`src/rtl/csmv_pkg.sv`:
```
// Shared constants, item types, state encoding and index helpers for the
// sparse matrix-vector block. No dependencies.
`default_nettype none

package csmv_pkg;

    localparam int VECTOR_DEPTH = 4096;
    localparam int MAX_ROWS     = 65536;

    localparam int ROW_W = 16;
    localparam int COL_W = 12;
    localparam int VAL_W = 32;
    localparam int ACC_W = 48;
    localparam int FRAC_W = 16;

    localparam int VEC_AW    = $clog2(VECTOR_DEPTH);
    localparam int COL_EXT_W = (VEC_AW > COL_W) ? VEC_AW : COL_W;
    localparam int ROW_CMP_W = (($clog2(MAX_ROWS) + 1) > (ROW_W + 1)) ?
                               ($clog2(MAX_ROWS) + 1) : (ROW_W + 1);

    localparam int QUEUE_DEPTH = 4;
    localparam int QUEUE_AW    = $clog2(QUEUE_DEPTH);
    localparam int QUEUE_CW    = $clog2(QUEUE_DEPTH + 1);

    localparam int MUL_OP_W = VAL_W + 1;
    localparam int MUL_W    = 2 * MUL_OP_W;

    localparam logic signed [VAL_W-1:0] ALPHA_RESET = 32'sd65536;

    localparam logic ACT_LOAD    = 1'b0;
    localparam logic ACT_NONZERO = 1'b1;

    typedef struct packed {
        logic                    action;
        logic [ROW_W-1:0]        row_index;
        logic [COL_W-1:0]        col_index;
        logic signed [VAL_W-1:0] value;
        logic                    final_entry;
    } item_t;

    typedef struct packed {
        logic [ROW_W-1:0]        out_row;
        logic signed [VAL_W-1:0] row_sum;
        logic                    saturated;
        logic                    end_of_run;
    } result_t;

    // nonzero with its vector element, as queued between front and back
    typedef struct packed {
        logic [ROW_W-1:0]        row_index;
        logic signed [VAL_W-1:0] value;
        logic signed [VAL_W-1:0] elem;
        logic                    final_entry;
        logic                    row_ok;
    } nz_entry_t;

    typedef enum logic [2:0] {
        BK_IDLE,
        BK_PROD,
        BK_ACC,
        BK_HI,
        BK_LO,
        BK_OUT
    } back_state_t;

    function automatic logic col_in_range(input logic [COL_W-1:0] col);
        logic [COL_EXT_W:0] ext;
        ext = (COL_EXT_W + 1)'(col);
        return ext < (COL_EXT_W + 1)'(VECTOR_DEPTH);
    endfunction

    function automatic logic [VEC_AW-1:0] col_addr(input logic [COL_W-1:0] col);
        logic [COL_EXT_W-1:0] ext;
        ext = COL_EXT_W'(col);
        return ext[VEC_AW-1:0];
    endfunction

    function automatic logic row_in_range(input logic [ROW_W-1:0] row);
        logic [ROW_CMP_W-1:0] ext;
        ext = ROW_CMP_W'(row);
        return ext < ROW_CMP_W'(MAX_ROWS);
    endfunction

endpackage

`default_nettype wire

```
`src/rtl/csmv_queue.sv`:
```
// Short register queue of nonzero entries between front and back.
// Depends on csmv_pkg.
`default_nettype none

module csmv_queue
    import csmv_pkg::*;
(
    input  wire logic                clk,
    input  wire logic                rst_n,
    input  wire logic                push,
    input  wire nz_entry_t           push_entry,
    input  wire logic                pop,
    output      nz_entry_t           head,
    output      logic                empty,
    output      logic [QUEUE_CW-1:0] count
);

    nz_entry_t           mem [QUEUE_DEPTH];
    logic [QUEUE_AW-1:0] wr_ptr_reg, wr_ptr_next;
    logic [QUEUE_AW-1:0] rd_ptr_reg, rd_ptr_next;
    logic [QUEUE_CW-1:0] count_reg, count_next;

    function automatic logic [QUEUE_AW-1:0] wrap_inc(input logic [QUEUE_AW-1:0] p);
        logic [QUEUE_AW-1:0] n;
        if (p == QUEUE_AW'(QUEUE_DEPTH - 1))
        begin
            n = '0;
        end
        else
        begin
            n = p + 1'b1;
        end
        return n;
    endfunction

    always_comb
    begin
        wr_ptr_next = push ? wrap_inc(wr_ptr_reg) : wr_ptr_reg;
        rd_ptr_next = pop ? wrap_inc(rd_ptr_reg) : rd_ptr_reg;
        count_next  = count_reg;
        if (push && !pop)
        begin
            count_next = count_reg + 1'b1;
        end
        else if (pop && !push)
        begin
            count_next = count_reg - 1'b1;
        end
    end

    always_ff @(posedge clk or negedge rst_n)
    begin
        if (!rst_n)
        begin
            wr_ptr_reg <= '0;
            rd_ptr_reg <= '0;
            count_reg  <= '0;
        end
        else
        begin
            wr_ptr_reg <= wr_ptr_next;
            rd_ptr_reg <= rd_ptr_next;
            count_reg  <= count_next;
        end
    end

    always_ff @(posedge clk)
    begin
        if (push)
        begin
            mem[wr_ptr_reg] <= push_entry;
        end
    end

    assign head  = mem[rd_ptr_reg];
    assign empty = (count_reg == '0);
    assign count = count_reg;

endmodule

`default_nettype wire

```
`config.mk`:
```
export PLATFORM = sky130hd
export DESIGN_NAME = csmv_queue
export DESIGN_NICKNAME = d
export VERILOG_FILES = /design/src/rtl/csmv_pkg.sv /design/src/rtl/csmv_queue.sv
export SDC_FILE = /design/constraint.sdc
export NUM_CORES = 1
export LEC_CHECK = 0
export BUFFER_PORTS_ARGS = -buffer_cell sky130_fd_sc_hd__buf_2
export CORE_ASPECT_RATIO = 0.8
export CORE_MARGIN = 8
export CORE_UTILIZATION = 25
export CTS_CLUSTER_DIAMETER = 40
export DETAILED_ROUTE_END_ITERATION = 16
export PLACE_DENSITY = 0.46
export SLEW_MARGIN = 20
export SYNTH_ARGS = -nofsm -noshare
export SYNTH_HDL_FRONTEND = slang
export SYNTH_SLANG_ARGS = --single-unit
```
`constraint.sdc`:
```
create_clock -name clk -period 3.7 [get_ports clk]
set_clock_uncertainty 0.2 [all_clocks]
set_input_delay 0.74 -clock clk [delete_from_list [all_inputs] [get_ports clk]]
set_output_delay 0.74 -clock clk [all_outputs]
set_load 0.05 [all_outputs]
```
==> flow_summary.json <==
{
  "rows": 72,
  "die_y_um": 214,
  "synth_nets": 557,
  "reg2reg_depth": 4,
  "critPathMaxStageDelay_ns": 0.85,
  "min_period_ns": 3.31,
  "maxClockFrequency_ghz": 0.302,
  "ir_drop_mv": 0.433,
  "dieArea_um2": 56300,
  "routed_wl_um": 26200,
  "max-slew-margin-rel_pct": 54.3,
  "final_common_cell": "edfxtp_1",
  "m1WireLength_um": 11100,
  "synth.avg_cell_area_um2": 26.4,
  "ios": 172,
  "via_per_inst": 4.12,
  "via_count": 5551,
  "routabilityCongestion": 0.647,
  "finalSetupViolCount": 0,
  "stdcell_area_um2": 15600,
  "start_util_pct": 25.3,
  "die_w_um": 263,
  "cts_num_sinks": 335,
  "placement.io_buffers": 171,
  "grt.overflow.total": 0,
  "crit_type": "reg -> out",
  "coreArea_um2": 48400,
  "hold_class": "in -> reg",
  "synth_cell_types": 19,
  "worst_pin_slew_ns": 0.685,
  "cts-resized-gates": 0,
  "drcViolationCount": 0,
  "wl_per_cell_um": 19.5,
  "finalCritPeriodShare_pct": 89.5,
  "met2WireLength_um": 12800,
  "htreeDepth": 2,
  "placed_cell_area_um2": 13900,
  "slowest_stage": "dfrtp_4",
  "grt_pass1_wl_um": 39500,
  "crit_fanout": 37,
  "dp_hpwl_um": 15300,
  "p_per_area_nw_per_um2": 931,
  "cts_tree": "built",
  "syn-cell-area_um2": 12200,
  "root_buffer": "clkbuf_16",
  "outcome": "completed",
  "firstDrtPassIters": 5,
  "r2r-start": "wr_ptr_reg[0]",
  "p_leak_uw": 0.00531,
  "rr_endpoint": "mem[2][34]",
  "highest_layer": "met4",
  "start_kind": "flip-flop",
  "ys_warn_count": 0,
  "drv_slew": 0,
  "cts_setup_buffers": 0,
  "grt_pass1_vias": 6195,
  "worstPathRequired_ns": 2.76,
  "cap_violations": 0,
  "worstHoldStart": "push_entry[2]",
  "track_usage_pct": 9.28,
  "nNetsFinal": 773,
  "wl_met3_um": 1730,
  "path_buf_inv": 2,
  "grt_max_degree": 83,
  "largest_reg_flops": 328,
  "synth_seq_area_share_pct": 81.9,
  "min_to": "mem[0][2]",
  "tns_ns": 0,
  "power_uw": 14500,
  "n_antenna_cell": 0,
  "critPathCaptureType": "output port",
  "hold_path_depth": 1,
  "clk_pin_slew_ns": 0.05,
  "syn_to_final_growth_pct": 27.7,
  "arrival_ns": 2.37,
  "finalHoldViolCount": 0,
  "cts-buffers-inserted": 48,
  "postRouteAntennaNets": 0,
  "final_cell_mix": "edfxtp_1 (328), buf_2 (171), mux4_2 (82), clkbuf_16 (50)",
  "cpLargestDelayFamily": "flip-flops",
  "insertion_delay_ns": 0.56,
  "clockBufferDepth": 3,
  "r2r_slack_ns": 1.53,
  "grt_antenna_before_repair": 0,
  "drive_above_1_share_pct": 48.8,
  "crit_path_cell_trace": "buf_4 -> mux4_2 -> buf_2",
  "yosys_register_bits": 335,
  "first_iter_violations": 241,
  "rsz0062_at_grt": "false",
  "fillers": 4572,
  "syn-instance-count": 464
}
through the flow:
step                      hold WS (ns)  setup WS (ns)  cells  util [%]
after detailed placement         0.291          0.945   1258      28.8
after global placement           0.286          0.968   1258      28.8
after floorplan                  0.244          0.403    464         -
after global routing             0.148          0.257   1348      32.3
final                            0.193          0.387   1348      32.3
after CTS                        0.136          0.296   1348      32.3
where the power goes:
| group | leakage [µW] | internal (µW) | switching (µW) |
|---|---|---|---|
| registers | 0.00309 | 4870 | 244 |
| clock network | 0.000815 | 2940 | 1740 |
| logic | 0.00140 | 1410 | 3340 |
Yosys cell counts (all sizes together):
library cell | instances | share of area (%)
edfxtp | 328 | 80
xor2 | 2 | 0.14
buf | 17 | 1.1
mux4 | 82 | 15
nand2 | 2 | 0.061
and2 | 4 | 0.20
mux2 | 2 | 0.18
nor2 | 2 | 0.061
dfrtp | 7 | 1.4
xnor2 | 1 | 0.072
inv | 4 | 0.12
clkbuf | 1 | 0.031
fa | 1 | 0.16
o21ai | 2 | 0.082
nor3 | 2 | 0.082
a21o | 1 | 0.061
ha | 6 | 0.61
cell type report:
cell class | instances | area (µm²) | share of cell area, %
Clock buffer | 55 | 1270 | 8.13
Timing Repair Buffer | 184 | 1040 | 6.68
Tap cell | 629 | 787 | 5.04
Multi-Input combinational cell | 107 | 2070 | 13.2
Sequential cell | 335 | 10000 | 64.2
Inverter | 4 | 15.0 | 0.0961
Clock inverter | 34 | 405 | 2.60
worst max-delay path by stage:
stage | slack, ns | startpoint | endpoint | cells after the start
after global placement | 0.97 | rd_ptr_reg[1] | head[80] | 3
final | 0.39 | rd_ptr_reg[1] | head[37] | 3
after global routing | 0.26 | rd_ptr_reg[1] | head[37] | 3
after CTS | 0.30 | rd_ptr_reg[1] | head[37] | 3
after detailed placement | 0.94 | rd_ptr_reg[1] | head[40] | 3
after floorplan | 0.40 | push | mem[0][0] | 1
timing repair:
| action | in CTS | in global routing |
|---|---|---|
| hold buffers | 1 | 0 |
| endpoints found under the setup margin | 0 | 0 |
| hold endpoints to repair | 7 | 0 |
metal layers:
layer  GRT usage [%]  vias up
met2            15.3      133
met3            3.36       49
met4            3.20        0
met5               0        -
li1                -     2441
met1            11.3     2928
cell families (layout without fill, tap and decap cells):
kind of cell / count (synthesis) / after routing / share of synthesized area, %
DFF: 335 / 335 / 81.9
and+or+nand+nor: 10 / 10 / 0.409
xor gates and xnor gates: 3 / 3 / 0.215
muxes: 84 / 84 / 15.3
adders and majority gates: 7 / 7 / 0.777
buffers and inverters: 22 / 277 / 1.25
AOI/OAI and AO/OA: 3 / 3 / 0.143
Note: power is estimated with default switching activity, not from simulation.
