`config.mk`:
```
export PLATFORM = sky130hd
export DESIGN_NAME = csmv_back
export DESIGN_NICKNAME = d
export VERILOG_FILES = /design/src/rtl/csmv_pkg.sv /design/src/rtl/csmv_back.sv
export SDC_FILE = /design/constraint.sdc
export NUM_CORES = 2
export LEC_CHECK = 0
export BUFFER_PORTS_ARGS = -buffer_cell sky130_fd_sc_hd__buf_2
export CAP_MARGIN = 15
export CELL_PAD_IN_SITES_DETAIL_PLACEMENT = 1
export CELL_PAD_IN_SITES_GLOBAL_PLACEMENT = 1
export CORE_MARGIN = 2
export CORE_UTILIZATION = 52
export CTS_CLUSTER_DIAMETER = 50
export DETAILED_ROUTE_END_ITERATION = 10
export PLACE_DENSITY_LB_ADDON = 0.1
export REMOVE_ABC_BUFFERS = 1
export SLEW_MARGIN = 10
export SYNTH_ARGS = -nofsm -noshare
export SYNTH_HDL_FRONTEND = slang
export SYNTH_SLANG_ARGS = --single-unit
```
`constraint.sdc`:
```
create_clock -name clk -period 15.1 [get_ports clk]
set_input_delay 0.755 -clock clk [delete_from_list [all_inputs] [get_ports clk]]
set_output_delay 0.755 -clock clk [all_outputs]
set_load 0.03 [all_outputs]
```
`src/rtl/csmv_pkg.sv`:
```
// Shared constants, item types, state encoding and index helpers for the
// sparse matrix-vector block. No dependencies.
`default_nettype none

package csmv_pkg;

    localparam int VECTOR_DEPTH = 4096;
    localparam int MAX_ROWS     = 65536;

    localparam int ROW_W = 16;
    localparam int COL_W = 12;
    localparam int VAL_W = 32;
    localparam int ACC_W = 48;
    localparam int FRAC_W = 16;

    localparam int VEC_AW    = $clog2(VECTOR_DEPTH);
    localparam int COL_EXT_W = (VEC_AW > COL_W) ? VEC_AW : COL_W;
    localparam int ROW_CMP_W = (($clog2(MAX_ROWS) + 1) > (ROW_W + 1)) ?
                               ($clog2(MAX_ROWS) + 1) : (ROW_W + 1);

    localparam int QUEUE_DEPTH = 4;
    localparam int QUEUE_AW    = $clog2(QUEUE_DEPTH);
    localparam int QUEUE_CW    = $clog2(QUEUE_DEPTH + 1);

    localparam int MUL_OP_W = VAL_W + 1;
    localparam int MUL_W    = 2 * MUL_OP_W;

    localparam logic signed [VAL_W-1:0] ALPHA_RESET = 32'sd65536;

    localparam logic ACT_LOAD    = 1'b0;
    localparam logic ACT_NONZERO = 1'b1;

    typedef struct packed {
        logic                    action;
        logic [ROW_W-1:0]        row_index;
        logic [COL_W-1:0]        col_index;
        logic signed [VAL_W-1:0] value;
        logic                    final_entry;
    } item_t;

    typedef struct packed {
        logic [ROW_W-1:0]        out_row;
        logic signed [VAL_W-1:0] row_sum;
        logic                    saturated;
        logic                    end_of_run;
    } result_t;

    // nonzero with its vector element, as queued between front and back
    typedef struct packed {
        logic [ROW_W-1:0]        row_index;
        logic signed [VAL_W-1:0] value;
        logic signed [VAL_W-1:0] elem;
        logic                    final_entry;
        logic                    row_ok;
    } nz_entry_t;

    typedef enum logic [2:0] {
        BK_IDLE,
        BK_PROD,
        BK_ACC,
        BK_HI,
        BK_LO,
        BK_OUT
    } back_state_t;

    function automatic logic col_in_range(input logic [COL_W-1:0] col);
        logic [COL_EXT_W:0] ext;
        ext = (COL_EXT_W + 1)'(col);
        return ext < (COL_EXT_W + 1)'(VECTOR_DEPTH);
    endfunction

    function automatic logic [VEC_AW-1:0] col_addr(input logic [COL_W-1:0] col);
        logic [COL_EXT_W-1:0] ext;
        ext = COL_EXT_W'(col);
        return ext[VEC_AW-1:0];
    endfunction

    function automatic logic row_in_range(input logic [ROW_W-1:0] row);
        logic [ROW_CMP_W-1:0] ext;
        ext = ROW_CMP_W'(row);
        return ext < ROW_CMP_W'(MAX_ROWS);
    endfunction

endpackage

`default_nettype wire

```
`src/rtl/csmv_back.sv`:
```
// Back end: row accumulation and scaled, saturated emission of row sums,
// all sharing one 33x33 signed multiplier. Uses csmv_pkg.
`default_nettype none

module csmv_back
    import csmv_pkg::*;
(
    input  wire logic                    clk,
    input  wire logic                    rst_n,
    input  wire logic signed [VAL_W-1:0] alpha,
    input  wire nz_entry_t               head,
    input  wire logic                    empty,
    output      logic                    pop,
    output      logic                    result_valid,
    input  wire logic                    result_ready,
    output      result_t                 result_data
);

    localparam logic signed [MUL_W-1:0] SAT_MAX = MUL_W'(64'sh7FFF_FFFF);
    localparam logic signed [MUL_W-1:0] SAT_MIN = -SAT_MAX - 1;
    localparam logic signed [ACC_W-1:0] ACC_MAX = {1'b0, {(ACC_W - 1){1'b1}}};
    localparam logic signed [ACC_W-1:0] ACC_MIN = {1'b1, {(ACC_W - 1){1'b0}}};

    back_state_t             state_reg, state_next;
    nz_entry_t               work_reg, work_next;
    logic [ROW_W-1:0]        cur_row_reg, cur_row_next;
    logic signed [ACC_W-1:0] sum_reg, sum_next;
    logic                    open_reg, open_next;
    logic                    final_flush_reg, final_flush_next;
    logic                    out_valid_reg, out_valid_next;
    result_t                 out_reg, out_next;
    logic signed [MUL_W-1:0] mul_reg, mul_next;
    logic signed [MUL_W-1:0] hi_prod_reg, hi_prod_next;

    logic                    mul_en;
    logic signed [MUL_OP_W-1:0] mul_a;
    logic signed [MUL_OP_W-1:0] mul_b;
    logic signed [ACC_W-1:0] prod;
    logic signed [ACC_W:0]   acc_wide;
    logic signed [MUL_W-1:0] scaled;

    assign mul_next = mul_a * mul_b;
    // product of two Q16.16 values, floored to Q16.16; always fits 48 bits
    assign prod     = $signed(mul_reg[ACC_W+FRAC_W-1:FRAC_W]);
    assign acc_wide = $signed({sum_reg[ACC_W-1], sum_reg}) + $signed({prod[ACC_W-1], prod});
    // alpha*hi + floor(alpha*lo / 2^16) == floor(alpha*sum / 2^16)
    assign scaled   = hi_prod_reg + (mul_reg >>> FRAC_W);

    always_comb
    begin
        state_next       = state_reg;
        work_next        = work_reg;
        cur_row_next     = cur_row_reg;
        sum_next         = sum_reg;
        open_next        = open_reg;
        final_flush_next = final_flush_reg;
        out_next         = out_reg;
        hi_prod_next     = hi_prod_reg;
        out_valid_next   = out_valid_reg;
        pop              = 1'b0;
        mul_en           = 1'b0;
        mul_a            = {alpha[VAL_W-1], alpha};
        mul_b            = '0;

        if (out_valid_reg && result_ready)
        begin
            out_valid_next = 1'b0;
        end

        unique case (state_reg)
            BK_IDLE:
            begin
                if (!empty)
                begin
                    pop       = 1'b1;
                    work_next = head;
                    if (head.row_ok && open_reg && (head.row_index != cur_row_reg))
                    begin
                        final_flush_next = 1'b0;
                        state_next       = BK_HI;
                    end
                    else if (head.row_ok)
                    begin
                        state_next = BK_PROD;
                    end
                    else if (head.final_entry && open_reg)
                    begin
                        final_flush_next = 1'b1;
                        state_next       = BK_HI;
                    end
                end
            end
            BK_PROD:
            begin
                mul_en     = 1'b1;
                mul_a      = {work_reg.value[VAL_W-1], work_reg.value};
                mul_b      = {work_reg.elem[VAL_W-1], work_reg.elem};
                state_next = BK_ACC;
            end
            BK_ACC:
            begin
                if (acc_wide[ACC_W] != acc_wide[ACC_W-1])
                begin
                    sum_next = acc_wide[ACC_W] ? ACC_MIN : ACC_MAX;
                end
                else
                begin
                    sum_next = acc_wide[ACC_W-1:0];
                end
                cur_row_next = work_reg.row_index;
                open_next    = 1'b1;
                if (work_reg.final_entry)
                begin
                    final_flush_next = 1'b1;
                    state_next       = BK_HI;
                end
                else
                begin
                    state_next = BK_IDLE;
                end
            end
            BK_HI:
            begin
                mul_en     = 1'b1;
                mul_b      = {sum_reg[ACC_W-1], sum_reg[ACC_W-1:FRAC_W]};
                state_next = BK_LO;
            end
            BK_LO:
            begin
                hi_prod_next = mul_reg;
                mul_en       = 1'b1;
                mul_b        = {{(MUL_OP_W - FRAC_W){1'b0}}, sum_reg[FRAC_W-1:0]};
                state_next   = BK_OUT;
            end
            BK_OUT:
            begin
                if (!out_valid_reg || result_ready)
                begin
                    out_next.out_row    = cur_row_reg;
                    out_next.end_of_run = final_flush_reg || !work_reg.final_entry;
                    if (scaled > SAT_MAX)
                    begin
                        out_next.row_sum   = SAT_MAX[VAL_W-1:0];
                        out_next.saturated = 1'b1;
                    end
                    else if (scaled < SAT_MIN)
                    begin
                        out_next.row_sum   = SAT_MIN[VAL_W-1:0];
                        out_next.saturated = 1'b1;
                    end
                    else
                    begin
                        out_next.row_sum   = scaled[VAL_W-1:0];
                        out_next.saturated = 1'b0;
                    end
                    out_valid_next = 1'b1;
                    sum_next       = '0;
                    if (final_flush_reg)
                    begin
                        open_next  = 1'b0;
                        state_next = BK_IDLE;
                    end
                    else
                    begin
                        state_next = BK_PROD;
                    end
                end
            end
            default:
            begin
                state_next = BK_IDLE;
            end
        endcase
    end

    always_ff @(posedge clk or negedge rst_n)
    begin
        if (!rst_n)
        begin
            state_reg       <= BK_IDLE;
            cur_row_reg     <= '0;
            sum_reg         <= '0;
            open_reg        <= 1'b0;
            final_flush_reg <= 1'b0;
            out_valid_reg   <= 1'b0;
        end
        else
        begin
            state_reg       <= state_next;
            cur_row_reg     <= cur_row_next;
            sum_reg         <= sum_next;
            open_reg        <= open_next;
            final_flush_reg <= final_flush_next;
            out_valid_reg   <= out_valid_next;
        end
    end

    always_ff @(posedge clk)
    begin
        work_reg    <= work_next;
        out_reg     <= out_next;
        hi_prod_reg <= hi_prod_next;
        if (mul_en)
        begin
            mul_reg <= mul_next;
        end
    end

    assign result_valid = out_valid_reg;
    assign result_data  = out_reg;

endmodule

`default_nettype wire

```
==> flow_summary.toml <==
[clocking]
cts_setup_buffers = 0
numCtsBuffers = 51
cts_tree = "built"
clk_latency_ns = 0.68
cts_resized = 0
cts_max_path_buffers = 3
htreeDepth = 2
holdBufCountCts = 0
cts.sinks = 333
cts_root_buf = "clkbuf_16"
cts.clk_slew.worst_paths_ns = 0.07

[cells_and_area]
finish.utilization_pct = 56.19
nets = 7588
drive_gt1_share_pct = 8.879
largest_register_ffs = 81
final_common_cell = "inv_1"
syn2layout_area_growth_pct = 7.584
mostFrequentLayoutCells = "1222 x inv_1, 1123 x fa_1, 784 x nor2_1"

[timing]
max_freq_mhz = 84.50
hold_slack_ns = 0.2450
setup_slack_ns = 3.265
setup_tns_ns = 0
setup_viol = 0
fin_skew_ns = 0.04407
worst_pin_slew_ns = 1.138
max-slew-margin-rel_pct = 22.53
rsz0062_at_grt = "no"
drv_slew = 0
hold_violations = 0
period_share_pct = 78.37
fin_crit_ns = 11.83

[logic_synthesis]
yosysSeqAreaShare_pct = 17.04
synth-seq-cells = 333
syn_area_mm2 = 0.05662
synth.distinct_cells = 87
synth_edf_count = 263
synthCells = 5995
synth_flop_cell = "edfxtp_1"
synth_area_per_cell_um2 = 9.444
yosys_warnings = 0
synthArstFlopShare_pct = 21.02

[route]
wl_met3_mm = 17.06
avgRoutedWirePerCell_um = 26.75
routed_via_density = 5.913
drc = 0
drtIter0Drc = 3598
m1WireLength_mm = 78.00
top_layer = "met5"
drt_wl_total_mm = 200.0
dr_total_vias = 44200
drtPass1Iterations = 6
ant_nets = 0
dr_wl_met2_mm = 93.39

[floorplan]
chipWidth_um = 334.0
die_h_um = 334.0
core_mm2 = 0.1084
num_io_pins = 170
dieArea_mm2 = 0.1115
initial_utilization_pct = 52.23
rows = 121

[worst_hold_path]
hold_class = "primary input to async pin"

[placed_design]
dp_hpwl_mm = 153.3
pre_cts_ws_ns = 3.453
gp_congestion = 0.9533
io_buffers = 169

[global_routing]
antenna_found_initial = 5
grt_pass1_vias = 48960
grt_usage_pct = 36.81
overflow = 0
grt_first_pass_wirelength_mm = 302.9
grt_max_degree = 85

[critical_path]
critPathCaptureType = "register"
critPathKind = "register to register"
worstPathArrival_ns = 12.25
reg2reg_from = "state_reg[0]"
cpMaxStageDelayCell = "mux2i_4"
crit_start = "state_reg[0]"
slowest_delay_ns = 1.02
crit_fanout = 42
cp-start-kind = "register"
cp.required_ns = 15.52

[run_status]
status = "finished clean"

[flow_run]
drv_cap = 0
==> metal layers <==
layer	vias to the layer above	GRT usage [%]
met5	-	0
met3	490	6.947
li1	18640	-
met1	23120	47.85
met2	1950	59.54
met4	2	17.97
==> final timing paths <==
| path | to | slack (ns) | depth (start not counted) |
|---|---|---|---|
| setup / recovery | mul_reg[63] | 3.27 | 33 |
| hold / removal | cur_row_reg[9] | 0.24 | 1 |
| setup reg to reg | mul_reg[63] | 3.27 | 33 |
| hold reg to reg | hi_prod_reg[4] | 0.42 | 0 |
| max in group asynchronous | sum_reg[19] | 14.12 | 1 |
| min in group clk | work_reg[16] | 0.27 | 1 |
==> cell families after synthesis <==
group           share of synthesized area (%)
compound gates                          8.535
xor+xnor                                2.676
fa+ha+maj                               47.04
buf+inv                                 10.04
flops                                   17.04
mux                                     2.250
simple gates                            12.42
==> cell type report <==
cell class	instances	area [um2]
inverter	1222	4587
antenna	2	5.005
tap	1414	1769
sequential	333	9651
multi-input combinational	4165	41690
fill	12200	47490
timing repair buffer	243	1429
clock inverter	38	462.9
clock buffer	58	1323
==> synth_stat cells, types with 66 or more instances <==
cell type | n | share of area (%)
inv_1 | 1222 | 8.1
fa_1 | 1124 | 40
nor2_1 | 789 | 5.2
nand2_1 | 576 | 3.8
ha_1 | 330 | 7.3
edfxtp_1 | 263 | 14
clkbuf_1 | 247 | 1.6
a21oi_1 | 208 | 1.8
o21ai_0 | 153 | 1.4
a21o_1 | 102 | 1.4
xnor2_1 | 97 | 1.5
xor2_1 | 76 | 1.2
dfrtp_1 | 70 | 3.1
mux2_2 | 66 | 1.3
==> through the flow <==
step                      instance area (um2)  cells
after floorplan                         55520   5720
after CTS                               60910   7473
after detailed placement                59120   7377
after global routing                    60910   7473
final                                   60910   7475
after global placement                  59120   7377
==> worst max-delay path, delay by kind of cell, from the launching register on <==
| kind | cells | cell delay (ns) |
|---|---|---|
| adder cells (fa/ha/maj) | 9 | 3.92 |
| AO/OA/AOI/OAI | 10 | 3.32 |
| AND/OR/NAND/NOR | 4 | 1.33 |
| multiplexers | 1 | 1.02 |
| buffers and inverters | 8 | 0.93 |
| flip-flops | 1 | 0.66 |
| XOR/XNOR | 1 | 0.14 |
Power is left out: the tool's default activity adds up to more than one toggle a clock period on the data nets, which glitch-free logic cannot reach.
